**src/rtl/bis_pkg.sv**
```systemverilog
// Shared types and constants for the bilinear image scaler.
package bis_pkg;
	localparam int unsigned POS_W = 12;
	localparam int unsigned PIX_W = 8;
	localparam int unsigned SIZE_W = 9;
	localparam int unsigned STEP_W = 24;
	localparam int unsigned CFG_IDX_W = 2;
	localparam int unsigned CFG_DATA_W = 24;

	typedef enum logic [CFG_IDX_W-1:0] {
		REG_SRC_WIDTH  = 2'd0,
		REG_SRC_HEIGHT = 2'd1,
		REG_X_STEP     = 2'd2,
		REG_Y_STEP     = 2'd3
	} cfg_reg_t;

	typedef enum logic {
		KIND_LOAD    = 1'b0,
		KIND_REQUEST = 1'b1
	} kind_t;

	// Item handed from the front end to the back end.
	typedef struct packed {
		kind_t            kind;
		logic [POS_W-1:0] pos_x;
		logic [POS_W-1:0] pos_y;
		logic [PIX_W-1:0] pixel;
	} cmd_t;
endpackage

```
**src/rtl/bis_front.sv**
```systemverilog
// Front end: accepts items, applies the load window and queues them.
module bis_front import bis_pkg::*; #(
	parameter int unsigned DEPTH_W = 2
) (
	input  logic              clk,
	input  logic              arst_n,
	input  logic              start,
	input  logic              kind,
	input  logic [POS_W-1:0]  pos_x,
	input  logic [POS_W-1:0]  pos_y,
	input  logic [PIX_W-1:0]  pixel_in,
	input  logic [POS_W:0]    width_eff,
	input  logic [POS_W:0]    height_eff,
	output logic              busy,
	input  logic              pop,
	output logic              cmd_valid,
	output cmd_t              cmd
);
	localparam int unsigned DEPTH = 1 << DEPTH_W;
	cmd_t fifo_q [DEPTH];
	logic [DEPTH_W-1:0] wr_ptr_q, rd_ptr_q;
	logic [DEPTH_W:0] count_q;
	logic push, keep;

	assign busy = (count_q == (DEPTH_W+1)'(DEPTH));
	// drop loads outside the source
	assign keep = (kind == KIND_REQUEST) ||
		(({1'b0, pos_x} < width_eff) && ({1'b0, pos_y} < height_eff));
	assign push = start && !busy && keep;
	assign cmd_valid = (count_q != '0);
	assign cmd = fifo_q[rd_ptr_q];

	always_ff @(posedge clk) begin
		if (push) begin
			fifo_q[wr_ptr_q] <= '{kind: kind_t'(kind), pos_x: pos_x, pos_y: pos_y,
				pixel: pixel_in};
		end
	end

	always_ff @(posedge clk or negedge arst_n) begin
		if (!arst_n) begin
			wr_ptr_q <= '0;
			rd_ptr_q <= '0;
			count_q <= '0;
		end else begin
			if (push) wr_ptr_q <= wr_ptr_q + 1'b1;
			if (pop) rd_ptr_q <= rd_ptr_q + 1'b1;
			count_q <= count_q + (DEPTH_W+1)'(push) - (DEPTH_W+1)'(pop);
		end
	end
endmodule

```
**config.mk**
```make
export PLATFORM = sky130hd
export DESIGN_NAME = bis_front
export DESIGN_NICKNAME = d
export VERILOG_FILES = /design/src/rtl/bis_pkg.sv /design/src/rtl/bis_front.sv
export SDC_FILE = /design/constraint.sdc
export NUM_CORES = 1
export LEC_CHECK = 0
export ABC_AREA = 1
export BUFFER_PORTS_ARGS = -buffer_cell sky130_fd_sc_hd__buf_4
export CORE_MARGIN = 8
export CORE_UTILIZATION = 35
export DETAILED_ROUTE_END_ITERATION = 12
export GPL_TIMING_DRIVEN = 1
export SLEW_MARGIN = 10
export SYNTH_ARGS = -nofsm -noshare
export SYNTH_HDL_FRONTEND = slang
export SYNTH_SLANG_ARGS = --single-unit
```
**constraint.sdc**
```tcl
create_clock -name clk -period 3.08 [get_ports clk]
set_clock_uncertainty 0.05 [all_clocks]
set_input_delay 0.462 -clock clk [delete_from_list [all_inputs] [get_ports clk]]
set_output_delay 0.462 -clock clk [all_outputs]
set_load 0.005 [all_outputs]
```
* Yosys cells after proc, flatten, opt, wreduce, memory -nomap -nowiden
Memories as Yosys holds them, arrays and structs flattened.
Cells that the tools add are included.
** Word-level totals
- Output and inout port bits :: 35
- Memories kept :: 1
- Input bits :: 63
- Flip-flop bits (word level) :: 7
- Bits in writable memories :: 132
- Logic and storage cells :: 19
** Memory list
- fifo_q :: words 4, bits a word 33, read ports 1, clocked after Yosys merged registers in 0, wr ports 1, RTL line bis_front.sv:20 : cmd_t fifo_q [DEPTH];
** Cells by class
- Add/subtract/negate cells :: 4
- Reductions and logical operators :: 6
- Order comparisons :: 2
- Muxes and demuxes :: 2
- Equality and inequality tests :: 1
** Operator list (count)
- 12-bit by 13-bit less-than comparator with 1-bit output :: 2
- 2-bit by 1-bit adder with 2-bit output (second input constant) :: 2
- 3-bit by 1-bit adder with 3-bit output :: 1
- 3-bit equality test (second input constant) :: 1
- 1-bit logical AND :: 3
- 3-bit nonzero test :: 1
- 3-bit by 1-bit subtractor with 3-bit output :: 1
- 1-bit 2-to-1 mux :: 2
- 1-bit logical NOT :: 1
- 1-bit logical OR :: 1

* Longest topological paths before layout
Gate-level depths: netlist of run 1.
- Depth after elaboration :: 6
- Gate-level depth with buffers :: 18
- Depth with buffers taken out :: 18

* Least setup slack after synthesis of run 1
No wires, ideal clock.
- Kind :: input-to-reg
- From :: input height_eff[10]
- To :: memory fifo_q[0][0] (netlist name), enable pin
- Library setup time :: 423 ps
- Data required time :: 2607 ps
- Slack :: -166 ps
- Stages :: 13
- Buffers on the path :: 0
- Arrival :: 2773 ps
- Cells stage by stage :: inv_1 > ha_1 > nand2_1 > nand2_1 > nand2_1 > nand2_1 > nor2_1 > nand2_1 > nor2_1 > nand2_1 > nand2_2 > nand2_4 > nor2_1
** Between the ends
- Longest elaborated chain between the ends :: 6
** RTL lines
- start, declared :: RTL line bis_front.sv:13 : input logic [POS_W:0] height_eff,
- 12-bit by 13-bit less-than comparator with 1-bit output :: RTL line bis_front.sv:28 : (({1'b0, pos_x} < width_eff) && ({1'b0, pos_y} < height_eff));
- 1-bit logical AND :: RTL line bis_front.sv:28
- 1-bit logical OR :: RTL line bis_front.sv:27 : assign keep = (kind == KIND_REQUEST) ||
- 1-bit logical AND :: RTL line bis_front.sv:29 : assign push = start && !busy && keep;
- 1-bit 2-to-1 mux :: RTL line bis_front.sv:34 : if (push) begin
- 1-bit 2-to-1 mux (implied by the code) :: RTL line bis_front.sv:35 : fifo_q[wr_ptr_q] <= '{kind: kind_t'(kind), pos_x: pos_x, pos_y: pos_y,
- end, declared :: RTL line bis_front.sv:20
No other way between the ends.

==> impl_metrics.xml, run 1 <==
<?xml version="1.0" encoding="UTF-8"?>
<metrics>
  <group name="status">
    <metric name="outcome" unit="">finished clean</metric>
  </group>
  <group name="floorplan">
    <metric name="start_util" unit="">0.358</metric>
    <metric name="num_rows" unit="">47</metric>
    <metric name="num_io_pins" unit="">98</metric>
    <metric name="design.core.area" unit="mm2">0.0166</metric>
    <metric name="dieWidth" unit="um">146</metric>
    <metric name="full_die_area" unit="mm2">0.0214</metric>
    <metric name="die_y" unit="um">146</metric>
  </group>
  <group name="synthesis">
    <metric name="mappedNetlistArea" unit="mm2">0.00593</metric>
    <metric name="postSynth.topFlopCell" unit="">sky130_fd_sc_hd__edfxtp_1</metric>
    <metric name="distinct_cell_type_count_after_synthesis" unit="">19</metric>
    <metric name="yosys_warnings" unit="">0</metric>
    <metric name="sequential_element_share_of_the_synthesized_area" unit="">0.697</metric>
    <metric name="synthesis.nets" unit="">577</metric>
    <metric name="netlist.top_cell.by_area" unit="">sky130_fd_sc_hd__edfxtp_1</metric>
    <metric name="yosysTopAreaCellShare" unit="">0.668</metric>
    <metric name="count_of_flip_flops_with_a_built_in_enable_after_synthesis" unit="">132</metric>
    <metric name="avg_synthesized_cell_area" unit="um2">12.2</metric>
    <metric name="netlist_top_cells_count" unit="">132 x sky130_fd_sc_hd__edfxtp_1, 81 x sky130_fd_sc_hd__nor2_1, 66 x sky130_fd_sc_hd__o21ai_0</metric>
    <metric name="async_reset_ff_frac" unit="">0.0504</metric>
    <metric name="yosysMostFrequentCell" unit="">sky130_fd_sc_hd__edfxtp_1</metric>
    <metric name="postSynthCellCount" unit="">485</metric>
    <metric name="synth_top_cells_by_area" unit="">sky130_fd_sc_hd__edfxtp_1 67%, sky130_fd_sc_hd__ha_1 5.9%, sky130_fd_sc_hd__o21ai_0 5.6%</metric>
    <metric name="ffs_latches_synth" unit="">139</metric>
  </group>
  <group name="global_route">
    <metric name="grt_overflow" unit="">0</metric>
    <metric name="first_global_vias" unit="">4229</metric>
    <metric name="grt_first_pass_wirelength" unit="mm">22.7</metric>
    <metric name="antenna_found_initial" unit="">0</metric>
    <metric name="grt_util_all_layers" unit="">0.137</metric>
    <metric name="grt_max_degree" unit="">39</metric>
  </group>
  <group name="finish">
    <metric name="final_design_area_no_fill" unit="mm2">0.00761</metric>
    <metric name="layout.nets" unit="">690</metric>
    <metric name="antenna-diode-count" unit="">0</metric>
    <metric name="core_occupancy_in_the_finished_layout" unit="">0.459</metric>
    <metric name="drive_above_1_share" unit="">0.247</metric>
    <metric name="fillers" unit="">1525</metric>
    <metric name="layout-area-overhead-vs-synth" unit="%">28.2</metric>
  </group>
  <group name="worst_setup_path">
    <metric name="worst_path_most_repeated_cell" unit="">sky130_fd_sc_hd__buf_4</metric>
    <metric name="critical_path_buf_inv_count" unit="">2</metric>
    <metric name="critical_path_class" unit="">reg2out</metric>
    <metric name="critical_path.slowest_cell" unit="">sky130_fd_sc_hd__dfrtp_2</metric>
    <metric name="critical_path.max_stage_delay" unit="ps">750</metric>
    <metric name="crit_chain" unit="">buf_4 &gt; o21ai_0 &gt; o22ai_1 &gt; buf_4</metric>
    <metric name="critical_path.endpoint_type" unit="">output pin</metric>
    <metric name="cp_max_fo" unit="">29</metric>
    <metric name="crit_arrival" unit="ps">2120</metric>
    <metric name="critical_path.top_delay_family" unit="">flip-flops</metric>
    <metric name="cp-start-kind" unit="">register</metric>
    <metric name="cp.required" unit="ps">2570</metric>
  </group>
  <group name="timing">
    <metric name="worst_slew_pin_tran" unit="ps">646</metric>
    <metric name="drv_slew" unit="">0</metric>
    <metric name="period_share" unit="">0.854</metric>
    <metric name="timing.max_slew.rel_slack" unit="">0.569</metric>
    <metric name="min_period" unit="ps">2630</metric>
    <metric name="final.hold.worst_slack" unit="ps">194</metric>
    <metric name="grt_setup_unrepaired" unit="">false</metric>
    <metric name="hold_viol_final" unit="">0</metric>
    <metric name="finalSetupViolations" unit="">0</metric>
    <metric name="max_freq" unit="MHz">380</metric>
  </group>
  <group name="route">
    <metric name="antenna_left" unit="">0</metric>
    <metric name="drt_iter0_drc" unit="">229</metric>
    <metric name="route.detailed.wl_per_inst" unit="um">17.2</metric>
    <metric name="post-route-drc-count" unit="">0</metric>
    <metric name="wirelength" unit="mm">14.3</metric>
    <metric name="drt-vias-per-instance" unit="">4.84</metric>
    <metric name="num_vias" unit="">4018</metric>
    <metric name="firstDrtPassIters" unit="">4</metric>
  </group>
  <group name="clock_tree">
    <metric name="cts.sinks" unit="">139</metric>
    <metric name="htree_num_levels" unit="">4</metric>
    <metric name="tritoncts" unit="">done</metric>
    <metric name="clock-root-buffer" unit="">sky130_fd_sc_hd__clkbuf_16</metric>
    <metric name="clk_latency" unit="ps">410</metric>
    <metric name="cts-resized-gates" unit="">0</metric>
    <metric name="clk_transition_reported_paths" unit="ps">60</metric>
    <metric name="cts_post_setup_buffers_inserted" unit="">0</metric>
    <metric name="cts-buffers-inserted" unit="">17</metric>
    <metric name="cts_buffer_depth" unit="">2</metric>
  </group>
  <group name="power">
    <metric name="power.total" unit="mW">6.77</metric>
    <metric name="power_density" unit="mW/mm2">890</metric>
    <metric name="p_leak" unit="nW">3.01</metric>
    <metric name="ir_worst_vdd" unit="V">0.000458</metric>
  </group>
  <group name="run">
    <metric name="max-cap-violations" unit="">0</metric>
  </group>
  <group name="placement">
    <metric name="dp_hpwl" unit="mm">9.46</metric>
    <metric name="placed_area" unit="mm2">0.00705</metric>
    <metric name="buffer_ports.inserted" unit="">97</metric>
    <metric name="place.gp.congestion" unit="">0.761</metric>
  </group>
  <group name="hold_path">
    <metric name="worst_hold_path_type" unit="">in2reg</metric>
  </group>
</metrics>
## state kept, by name, indices dropped and copies added, names as in the netlist
| name | count |
|---|---|
| fifo_q | 132 |
| count_q | 3 |
| rd_ptr_q | 2 |
| wr_ptr_q | 2 |
## worst reg2reg max path, delay by kind of cell, from the launching register on
kind	cells	cell delay [ps]
buf+inv	2	100
simple gates	4	600
flops	1	420
xor+xnor	1	170
fa+ha+maj	3	770
## where the power goes
group | leakage (nW) | switching, mW | total (mW) | internal, mW
combinational | 1.47 | 1.31 | 2.28 | 0.974
clock | 0.254 | 0.792 | 1.90 | 1.11
sequential | 1.29 | 0.153 | 2.58 | 2.43
## final timing paths
| path | start | to | slack [ps] | depth (start not counted) |
|---|---|---|---|---|
| worst min register to register | count_q[0] | count_q[0] | 510 | 1 |
| min in group asynchronous | arst_n | rd_ptr_q[1] | 350 | 2 |
| worst min-delay path | pop | rd_ptr_q[0] | 190 | 2 |
| worst max-delay path | rd_ptr_q[0] | cmd[11] | 450 | 4 |
| worst max register to register | count_q[1] | count_q[2] | 870 | 10 |
| max in group asynchronous | arst_n | rd_ptr_q[0] | 2500 | 2 |
## cells in the final DEF (no fill, tap or decap), types with 2 or more instances in the layout
cell type,count
sky130_fd_sc_hd__a21oi_1,6
sky130_fd_sc_hd__nor2_1,77
sky130_fd_sc_hd__o22ai_1,33
sky130_fd_sc_hd__nor2_4,4
sky130_fd_sc_hd__nand4_1,2
sky130_fd_sc_hd__nand2_1,43
sky130_fd_sc_hd__edfxtp_1,132
sky130_fd_sc_hd__clkinv_4,2
sky130_fd_sc_hd__buf_4,110
sky130_fd_sc_hd__inv_6,3
sky130_fd_sc_hd__clkbuf_16,17
sky130_fd_sc_hd__inv_1,51
sky130_fd_sc_hd__buf_12,4
sky130_fd_sc_hd__clkinvlp_4,5
sky130_fd_sc_hd__xor2_1,3
sky130_fd_sc_hd__ha_1,28
sky130_fd_sc_hd__nand3_1,7
sky130_fd_sc_hd__dfrtp_1,6
sky130_fd_sc_hd__o21ai_0,66
sky130_fd_sc_hd__clkbuf_1,2
## routing by layer
| layer | routed length (um) | up-vias | global-route usage |
|---|---|---|---|
| met5 | 0 | - | 0 |
| met4 | 188 | 0 | 0.0515 |
| met3 | 741 | 16 | 0.0426 |
| met2 | 7150 | 103 | 0.232 |
| met1 | 6230 | 1962 | 0.162 |
| li1 | - | 1937 | - |
## repair_timing
item	4_1_cts	5_1_grt
hold buffers	1	0
endpoints found under the setup margin	0	0
endpoints found under the hold margin	7	0
## area by class of cell
| type | instances | area (um2) | share of cell area |
|---|---|---|---|
| clock buffers | 19 | 433 | 0.0569 |
| inverters | 52 | 195 | 0.0256 |
| clock inverters | 13 | 120 | 0.0158 |
| repair buffers | 115 | 916 | 0.120 |
| multi-input cells | 273 | 1530 | 0.201 |
| flip-flops and latches | 139 | 4140 | 0.544 |
| well taps | 220 | 275 | 0.0362 |
## metrics by stage
| stage | TNS, ps | cells | setup slack [ps] |
|---|---|---|---|
| finish | 0 | 831 | 450 |
| global route | 0 | 831 | 341 |
| CTS | 0 | 831 | 440 |
| detailed placement | 0 | 798 | 212 |
| global placement | 0 | 798 | 216 |
| floorplan | -21960 | 485 | -166 |
## cell families after synthesis
family / Yosys count / share of synthesized area
buf+inv: 73 / 0.0498
fa+ha+maj: 29 / 0.0624
simple gates: 136 / 0.0904
xor+xnor: 3 / 0.00443
flops: 139 / 0.697
compound gates: 105 / 0.0955
(Power assumes the default switching activity.)
==> run 2, diff against run 1 <==
==> constraint.sdc (replaced) <==
create_clock -name clk -period 2.9 [get_ports clk]
set_clock_uncertainty 0.05 [all_clocks]
set_input_delay 0.435 -clock clk [delete_from_list [all_inputs] [get_ports clk]]
set_output_delay 0.435 -clock clk [all_outputs]
set_load 0.005 [all_outputs]
==> run 2 against run 1 <==
Worst setup slack lost 230 ps. Die area is the same. Sequential power grew 5%. Final area grew 0.92%. Core utilization grew 0.42 points. Flip-flop and latch count is the same. Cell count shrank 0.12%. Critical endpoint is now cmd[22]. Largest power group unchanged.
==> impl_metrics.xml, run 2 (synthesis gave the netlist of run 1 again) <==
<?xml version="1.0" encoding="UTF-8"?>
<metrics>
  <group name="status">
    <metric name="outcome" unit="">finished clean</metric>
  </group>
  <group name="power">
    <metric name="p_leak" unit="nW">3.05</metric>
    <metric name="power.share.clock" unit="">0.300</metric>
    <metric name="total_switching_power" unit="mW">2.42</metric>
    <metric name="switching_share" unit="">0.326</metric>
    <metric name="power_frac_seq" unit="">0.366</metric>
    <metric name="power_density" unit="mW/mm2">966</metric>
    <metric name="power.internal" unit="mW">5.00</metric>
    <metric name="power.total" unit="mW">7.42</metric>
    <metric name="ir_worst_vdd" unit="V">0.000462</metric>
    <metric name="p_comb_frac" unit="">0.333</metric>
  </group>
  <group name="global_route">
    <metric name="grt_util_all_layers" unit="">0.136</metric>
    <metric name="first_global_vias" unit="">4148</metric>
    <metric name="grt_first_pass_wirelength" unit="mm">22.2</metric>
    <metric name="antenna_found_initial" unit="">0</metric>
    <metric name="grt_max_degree" unit="">35</metric>
    <metric name="grt_overflow" unit="">0</metric>
  </group>
  <group name="placement">
    <metric name="buffer_ports.inserted" unit="">97</metric>
    <metric name="placement.setup.worst_slack" unit="ps">50.2</metric>
    <metric name="place.gp.congestion" unit="">0.777</metric>
    <metric name="placed_cells_incl_taps" unit="">798</metric>
    <metric name="dp_hpwl" unit="mm">9.54</metric>
  </group>
  <group name="route">
    <metric name="firstDrtPassIters" unit="">4</metric>
    <metric name="post-route-drc-count" unit="">0</metric>
    <metric name="num_vias" unit="">3984</metric>
    <metric name="antenna_left" unit="">0</metric>
    <metric name="drt-vias-per-instance" unit="">4.80</metric>
    <metric name="wirelength" unit="mm">14.2</metric>
    <metric name="drt_iter0_drc" unit="">229</metric>
    <metric name="route.detailed.wl_per_inst" unit="um">17.2</metric>
  </group>
  <group name="timing">
    <metric name="worst_slew_pin_tran" unit="ps">437</metric>
    <metric name="max_freq" unit="MHz">373</metric>
    <metric name="min_period" unit="ps">2680</metric>
    <metric name="timing.max_slew.rel_slack" unit="">0.708</metric>
    <metric name="drv_slew" unit="">0</metric>
    <metric name="final.hold.worst_slack" unit="ps">160</metric>
    <metric name="period_share" unit="">0.925</metric>
    <metric name="hold_viol_final" unit="">0</metric>
    <metric name="final_critical_path_setup_slack" unit="ps">218</metric>
    <metric name="setup_total_negative_slack" unit="ps">0</metric>
    <metric name="finalSetupViolations" unit="">0</metric>
    <metric name="grt_setup_unrepaired" unit="">false</metric>
  </group>
  <group name="worst_setup_path">
    <metric name="critical_path.max_stage_delay" unit="ps">550</metric>
    <metric name="crit_arrival" unit="ps">2200</metric>
    <metric name="worst-r2r-cell-count" unit="">11</metric>
    <metric name="critical_path_buf_inv_count" unit="">3</metric>
    <metric name="cp.required" unit="ps">2410</metric>
    <metric name="critical_path.slowest_cell" unit="">sky130_fd_sc_hd__dfrtp_2</metric>
    <metric name="cp_max_fo" unit="">22</metric>
    <metric name="crit_cells" unit="">5</metric>
    <metric name="worst_path_most_repeated_cell" unit="">sky130_fd_sc_hd__buf_4</metric>
    <metric name="critical_path.endpoint_type" unit="">output pin</metric>
    <metric name="crit_chain" unit="">inv_2 &gt; buf_4 &gt; nor2_1 &gt; o22ai_1 &gt; buf_4</metric>
    <metric name="critical_path_class" unit="">reg2out</metric>
    <metric name="critical_path.top_delay_family" unit="">buffers and inverters</metric>
    <metric name="cp-start-kind" unit="">register</metric>
  </group>
  <group name="clock_tree">
    <metric name="cts_hold_buf" unit="">1</metric>
    <metric name="cts.sinks" unit="">139</metric>
    <metric name="clock-root-buffer" unit="">sky130_fd_sc_hd__clkbuf_16</metric>
    <metric name="clk_latency" unit="ps">420</metric>
    <metric name="clk_transition_reported_paths" unit="ps">60</metric>
    <metric name="htree_num_levels" unit="">4</metric>
    <metric name="cts_post_setup_buffers_inserted" unit="">0</metric>
    <metric name="cts-buffers-inserted" unit="">17</metric>
    <metric name="cts-resized-gates" unit="">0</metric>
    <metric name="tritoncts" unit="">done</metric>
    <metric name="cts_buffer_depth" unit="">2</metric>
  </group>
  <group name="finish">
    <metric name="biggestRegsByFlops" unit="">fifo_q (132), count_q (3)</metric>
    <metric name="instances_no_fill" unit="">830</metric>
    <metric name="final_common_cell" unit="">sky130_fd_sc_hd__edfxtp_1</metric>
    <metric name="antenna-diode-count" unit="">0</metric>
    <metric name="largest_reg_flops" unit="">132</metric>
    <metric name="drive_above_1_share" unit="">0.251</metric>
    <metric name="register_with_the_highest_flop_count" unit="">fifo_q</metric>
    <metric name="final_cell_mix" unit="">132 x sky130_fd_sc_hd__edfxtp_1, 109 x sky130_fd_sc_hd__buf_4, 77 x sky130_fd_sc_hd__nor2_1</metric>
    <metric name="layout-area-overhead-vs-synth" unit="%">29.4</metric>
    <metric name="layout.nets" unit="">690</metric>
  </group>
  <group name="floorplan">
    <metric name="full_die_area" unit="mm2">0.0214</metric>
    <metric name="num_io_pins" unit="">98</metric>
    <metric name="design.core.area" unit="mm2">0.0166</metric>
    <metric name="start_util" unit="">0.358</metric>
    <metric name="dieWidth" unit="um">146</metric>
    <metric name="die_y" unit="um">146</metric>
    <metric name="num_rows" unit="">47</metric>
  </group>
  <group name="hold_path">
    <metric name="hold_path_depth" unit="">1</metric>
    <metric name="worst_hold_path_type" unit="">in2reg</metric>
  </group>
  <group name="run">
    <metric name="max-cap-violations" unit="">0</metric>
  </group>
</metrics>
==> run 2: changes by cell type in the layout (fill, tap and decap cells not counted), sizes merged <==
cell / before / now
bufinv: 1 / 3
clkinv: 4 / 2
inv: 55 / 58
clkinvlp: 5 / 3
clkbuf: 19 / 17
==> run 2: final timing paths <==
kind	startpoint	to	slack, ps
worst max-delay path	rd_ptr_q[0]	cmd[22]	220
worst min-delay path	pixel_in[2]	fifo_q[0][2]	160
worst max register to register	count_q[2]	count_q[2]	680
worst min register to register	count_q[0]	count_q[0]	500
max in group asynchronous	arst_n	rd_ptr_q[0]	2330
min in group asynchronous	arst_n	count_q[2]	330
==> run 2: routing by layer <==
layer / vias up / routed length, um / global-route usage
li1: 1937 / - / -
met1: 1937 / 6150 / 0.158
met2: 94 / 7100 / 0.229
met3: 16 / 790 / 0.0433
met4: 0 / 208 / 0.0526
met5: - / 0 / 0
==> run 2: power by group through the flow <==
stage          clock, mW  combinational (mW)  sequential (mW)
2_1_floorplan          0                1.25             2.71
3_3_place_gp           0                2.47             2.75
3_5_place_dp           0                2.53             2.76
4_1_cts             2.26                2.54             2.72
5_1_grt             2.35                2.75             2.75
6_report            2.23                2.47             2.72
==> run 2: layout make-up <==
class,count,area (um2)
fill,1523,8900
clock buffer,17,425
clock inverter,14,185
tap,220,275
inverter,52,195
timing repair buffer,115,928
sequential,139,4140
multi-input combinational,273,1530
==> run 2: per-stage QoR <==
stage / area (um2) / util
global route: 7680 / 0.463
floorplan: 5930 / -
detailed placement: 7060 / 0.426
CTS: 7680 / 0.463
finish: 7680 / 0.463
global placement: 7060 / 0.426
==> run 3, diff against run 2 <==
--- a/config.mk
+++ b/config.mk
@@ -5,12 +5,12 @@
 export SDC_FILE = /design/constraint.sdc
 export NUM_CORES = 1
 export LEC_CHECK = 0
-export ABC_AREA = 1
 export BUFFER_PORTS_ARGS = -buffer_cell sky130_fd_sc_hd__buf_4
 export CORE_MARGIN = 8
-export CORE_UTILIZATION = 35
+export CORE_UTILIZATION = 56
 export DETAILED_ROUTE_END_ITERATION = 12
 export GPL_TIMING_DRIVEN = 1
+export PLACE_DENSITY = 0.8
 export SLEW_MARGIN = 10
 export SYNTH_ARGS = -nofsm -noshare
 export SYNTH_HDL_FRONTEND = slang
==> run 3 against run 2 <==
Routed wire length is 17% lower. Worst setup slack worse by 130 ps. Die area is 35% lower. Combinational power is 10% lower. Sequential share of layout area is 0.17 points higher. Clock power is 11% lower. Flip-flop and latch count stayed put. Register-to-register slack worse by 160 ps. Cell count is 30% lower. Power is 4.4% lower. Maximum frequency is 4.7% lower. Global-route usage is 3.8 points higher. Largest power group unchanged.
==> impl_metrics.xml, run 3 <==
<?xml version="1.0" encoding="UTF-8"?>
<metrics>
  <group name="synthesis">
    <metric name="mappedNetlistArea" unit="mm2">0.00577</metric>
    <metric name="sequential_element_share_of_the_synthesized_area" unit="">0.717</metric>
    <metric name="ffs_latches_synth" unit="">139</metric>
    <metric name="yosysMostFrequentCell" unit="">sky130_fd_sc_hd__edfxtp_1</metric>
    <metric name="yosys_warnings" unit="">0</metric>
    <metric name="postSynthCellCount" unit="">292</metric>
    <metric name="synth_top_cells_by_area" unit="">sky130_fd_sc_hd__edfxtp_1 69%, sky130_fd_sc_hd__mux4_2 13%, sky130_fd_sc_hd__ha_1 6.1%</metric>
    <metric name="distinct_cell_type_count_after_synthesis" unit="">32</metric>
    <metric name="async_reset_ff_frac" unit="">0.0504</metric>
    <metric name="avg_synthesized_cell_area" unit="um2">19.8</metric>
    <metric name="yosysTopAreaCellShare" unit="">0.686</metric>
    <metric name="synthesis.nets" unit="">384</metric>
    <metric name="postSynth.topFlopCell" unit="">sky130_fd_sc_hd__edfxtp_1</metric>
    <metric name="netlist.top_cell.by_area" unit="">sky130_fd_sc_hd__edfxtp_1</metric>
    <metric name="netlist_top_cells_count" unit="">132 x sky130_fd_sc_hd__edfxtp_1, 33 x sky130_fd_sc_hd__mux4_2, 32 x sky130_fd_sc_hd__inv_1</metric>
    <metric name="count_of_flip_flops_with_a_built_in_enable_after_synthesis" unit="">132</metric>
  </group>
  <group name="power">
    <metric name="switching_share" unit="">0.273</metric>
    <metric name="power.share.clock" unit="">0.281</metric>
    <metric name="power_density" unit="mW/mm2">925</metric>
    <metric name="p_comb_frac" unit="">0.313</metric>
    <metric name="total_switching_power" unit="mW">1.93</metric>
    <metric name="power.internal" unit="mW">5.16</metric>
    <metric name="power_frac_seq" unit="">0.406</metric>
    <metric name="power.total" unit="mW">7.09</metric>
    <metric name="ir_worst_vdd" unit="V">0.000520</metric>
    <metric name="p_leak" unit="nW">2.95</metric>
  </group>
  <group name="timing">
    <metric name="hold_viol_final" unit="">0</metric>
    <metric name="finalSetupViolations" unit="">0</metric>
    <metric name="timing.max_slew.rel_slack" unit="">0.546</metric>
    <metric name="drv_slew" unit="">0</metric>
    <metric name="grt_setup_unrepaired" unit="">false</metric>
    <metric name="min_period" unit="ps">2810</metric>
    <metric name="period_share" unit="">0.970</metric>
    <metric name="max_freq" unit="MHz">355</metric>
    <metric name="final_critical_path_setup_slack" unit="ps">86.3</metric>
    <metric name="worst_slew_pin_tran" unit="ps">680</metric>
    <metric name="setup_total_negative_slack" unit="ps">0</metric>
  </group>
  <group name="route">
    <metric name="drt-vias-per-instance" unit="">5.46</metric>
    <metric name="topRoutingLayerUsed" unit="">met4</metric>
    <metric name="post-route-drc-count" unit="">0</metric>
    <metric name="route.detailed.wl_per_inst" unit="um">20.2</metric>
    <metric name="num_vias" unit="">3195</metric>
    <metric name="antenna_left" unit="">0</metric>
    <metric name="met3RoutedLength" unit="um">769</metric>
    <metric name="drt_iter0_drc" unit="">198</metric>
    <metric name="m1WireLength" unit="mm">5.04</metric>
    <metric name="detailroute.wirelength.met2" unit="mm">5.87</metric>
    <metric name="wirelength" unit="mm">11.8</metric>
    <metric name="firstDrtPassIters" unit="">4</metric>
  </group>
  <group name="finish">
    <metric name="layout-area-overhead-vs-synth" unit="%">32.6</metric>
    <metric name="antenna-diode-count" unit="">0</metric>
    <metric name="instances_no_fill" unit="">585</metric>
    <metric name="drive_above_1_share" unit="">0.481</metric>
    <metric name="core_occupancy_in_the_finished_layout" unit="">0.752</metric>
    <metric name="final_common_cell" unit="">sky130_fd_sc_hd__edfxtp_1</metric>
    <metric name="layout.nets" unit="">528</metric>
    <metric name="biggestRegsByFlops" unit="">fifo_q (132), count_q (3)</metric>
    <metric name="largest_reg_flops" unit="">132</metric>
    <metric name="register_with_the_highest_flop_count" unit="">fifo_q</metric>
    <metric name="final_cell_mix" unit="">132 x sky130_fd_sc_hd__edfxtp_1, 123 x sky130_fd_sc_hd__buf_4, 33 x sky130_fd_sc_hd__mux4_2</metric>
  </group>
  <group name="worst_setup_path">
    <metric name="critical_path_class" unit="">in2reg</metric>
    <metric name="critical_path_buf_inv_count" unit="">5</metric>
    <metric name="cp-start-kind" unit="">input port</metric>
    <metric name="critical_path.endpoint_type" unit="">register</metric>
    <metric name="critical_path.slowest_cell" unit="">sky130_fd_sc_hd__a2111oi_4</metric>
    <metric name="critical_path.max_stage_delay" unit="ps">390</metric>
    <metric name="cp_max_fo" unit="">2</metric>
    <metric name="critical_path.top_delay_family" unit="">adder cells</metric>
    <metric name="cp.required" unit="ps">3240</metric>
    <metric name="crit_chain" unit="">buf_4 &gt; ha_1 &gt; nand4b_1 &gt; inv_2 &gt; a2111oi_4 &gt; o41ai_4 &gt; o31ai_4 &gt; inv_2 &gt; ha_4 &gt; inv_2 &gt; ha_2 &gt; inv_1 &gt; fa_2 &gt; xnor2_2 &gt; xnor2_1</metric>
    <metric name="crit_arrival" unit="ps">3160</metric>
    <metric name="worst_path_most_repeated_cell" unit="">sky130_fd_sc_hd__inv_2</metric>
  </group>
  <group name="clock_tree">
    <metric name="cts_buffer_depth" unit="">2</metric>
    <metric name="clk_transition_reported_paths" unit="ps">60</metric>
    <metric name="htree_num_levels" unit="">4</metric>
    <metric name="tritoncts" unit="">done</metric>
    <metric name="cts-buffers-inserted" unit="">17</metric>
    <metric name="clock-root-buffer" unit="">sky130_fd_sc_hd__clkbuf_8</metric>
    <metric name="clk_latency" unit="ps">510</metric>
    <metric name="cts.sinks" unit="">139</metric>
  </group>
  <group name="placement">
    <metric name="place.gp.congestion" unit="">0.745</metric>
    <metric name="dp_hpwl" unit="mm">7.56</metric>
    <metric name="buffer_ports.inserted" unit="">97</metric>
    <metric name="placement.setup.worst_slack" unit="ps">-378</metric>
    <metric name="placed_cells_incl_taps" unit="">551</metric>
  </group>
  <group name="global_route">
    <metric name="grt_overflow" unit="">0</metric>
    <metric name="first_global_vias" unit="">3500</metric>
    <metric name="grt_util_all_layers" unit="">0.174</metric>
    <metric name="antenna_found_initial" unit="">0</metric>
    <metric name="grt_max_degree" unit="">36</metric>
    <metric name="grt_first_pass_wirelength" unit="mm">18.4</metric>
  </group>
  <group name="floorplan">
    <metric name="full_die_area" unit="mm2">0.0138</metric>
    <metric name="num_rows" unit="">37</metric>
    <metric name="design.core.area" unit="mm2">0.0102</metric>
    <metric name="num_io_pins" unit="">98</metric>
    <metric name="start_util" unit="">0.567</metric>
    <metric name="dieWidth" unit="um">118</metric>
    <metric name="die_y" unit="um">118</metric>
  </group>
  <group name="status">
    <metric name="outcome" unit="">finished clean</metric>
  </group>
  <group name="run">
    <metric name="max-cap-violations" unit="">0</metric>
  </group>
  <group name="hold_path">
    <metric name="worst_hold_path_type" unit="">in2reg</metric>
  </group>
</metrics>
-- run 3: final timing paths --
path / slack (ps) / startpoint / to / cells past startpoint
max: 90 / pos_y[11] / count_q[2] / 15
min: 70 / pixel_in[1] / fifo_q[1][1] / 1
max reg2reg: 520 / count_q[1] / count_q[2] / 12
min reg2reg: 540 / wr_ptr_q[1] / wr_ptr_q[1] / 1
max in group asynchronous: 2450 / arst_n / rd_ptr_q[0] / 2
min in group asynchronous: 210 / arst_n / count_q[1] / 2
-- run 3: cell type report --
| cell class | count | area, um2 |
|---|---|---|
| timing repair buffer | 133 | 1110 |
| multi-input combinational | 113 | 1560 |
| inverter | 32 | 120 |
| tap | 136 | 170 |
| fill | 613 | 2530 |
| sequential | 139 | 4140 |
| clock buffer | 21 | 429 |
| clock inverter | 11 | 121 |
-- run 3: power groups by stage --
stage | Sequential [mW] | Combinational (mW) | Clock (mW)
2_1_floorplan | 2.78 | 1.19 | 0
3_3_place_gp | 2.87 | 2.17 | 0
3_5_place_dp | 2.90 | 2.19 | 0
4_1_cts | 2.88 | 2.22 | 2.02
5_1_grt | 2.92 | 2.39 | 2.11
6_report | 2.88 | 2.22 | 1.99
-- run 3: per-layer routing --
metal,track usage,vias up
met4,0.0665,0
met1,0.207,1624
met2,0.282,114
li1,-,1443
met3,0.0657,14
met5,0,-
-- run 3: stage by stage --
stage                     hold WS [ps]  instance area [um2]
after floorplan                   89.4                 5800
after global routing              49.1                 7660
after CTS                         50.7                 7600
final                             68.8                 7660
after detailed placement           205                 7040
after global placement             205                 7040
-- run 3: timing repair --
item / in CTS / in global routing
resized for setup: 0 / 10
endpoints found under the hold margin: 7 / 0
buffers inserted: 0 / 1
hold buffers: 1 / 0
setup endpoints to repair: 0 / 1
-- run 3: kinds of logic after synthesis --
kind of cell | Yosys count | share of synthesized area
simple gates | 23 | 0.0223
mux | 34 | 0.131
compound gates | 22 | 0.0310
fa+ha+maj | 29 | 0.0641
buf+inv | 40 | 0.0269
flops | 139 | 0.717
xor+xnor | 5 | 0.00758
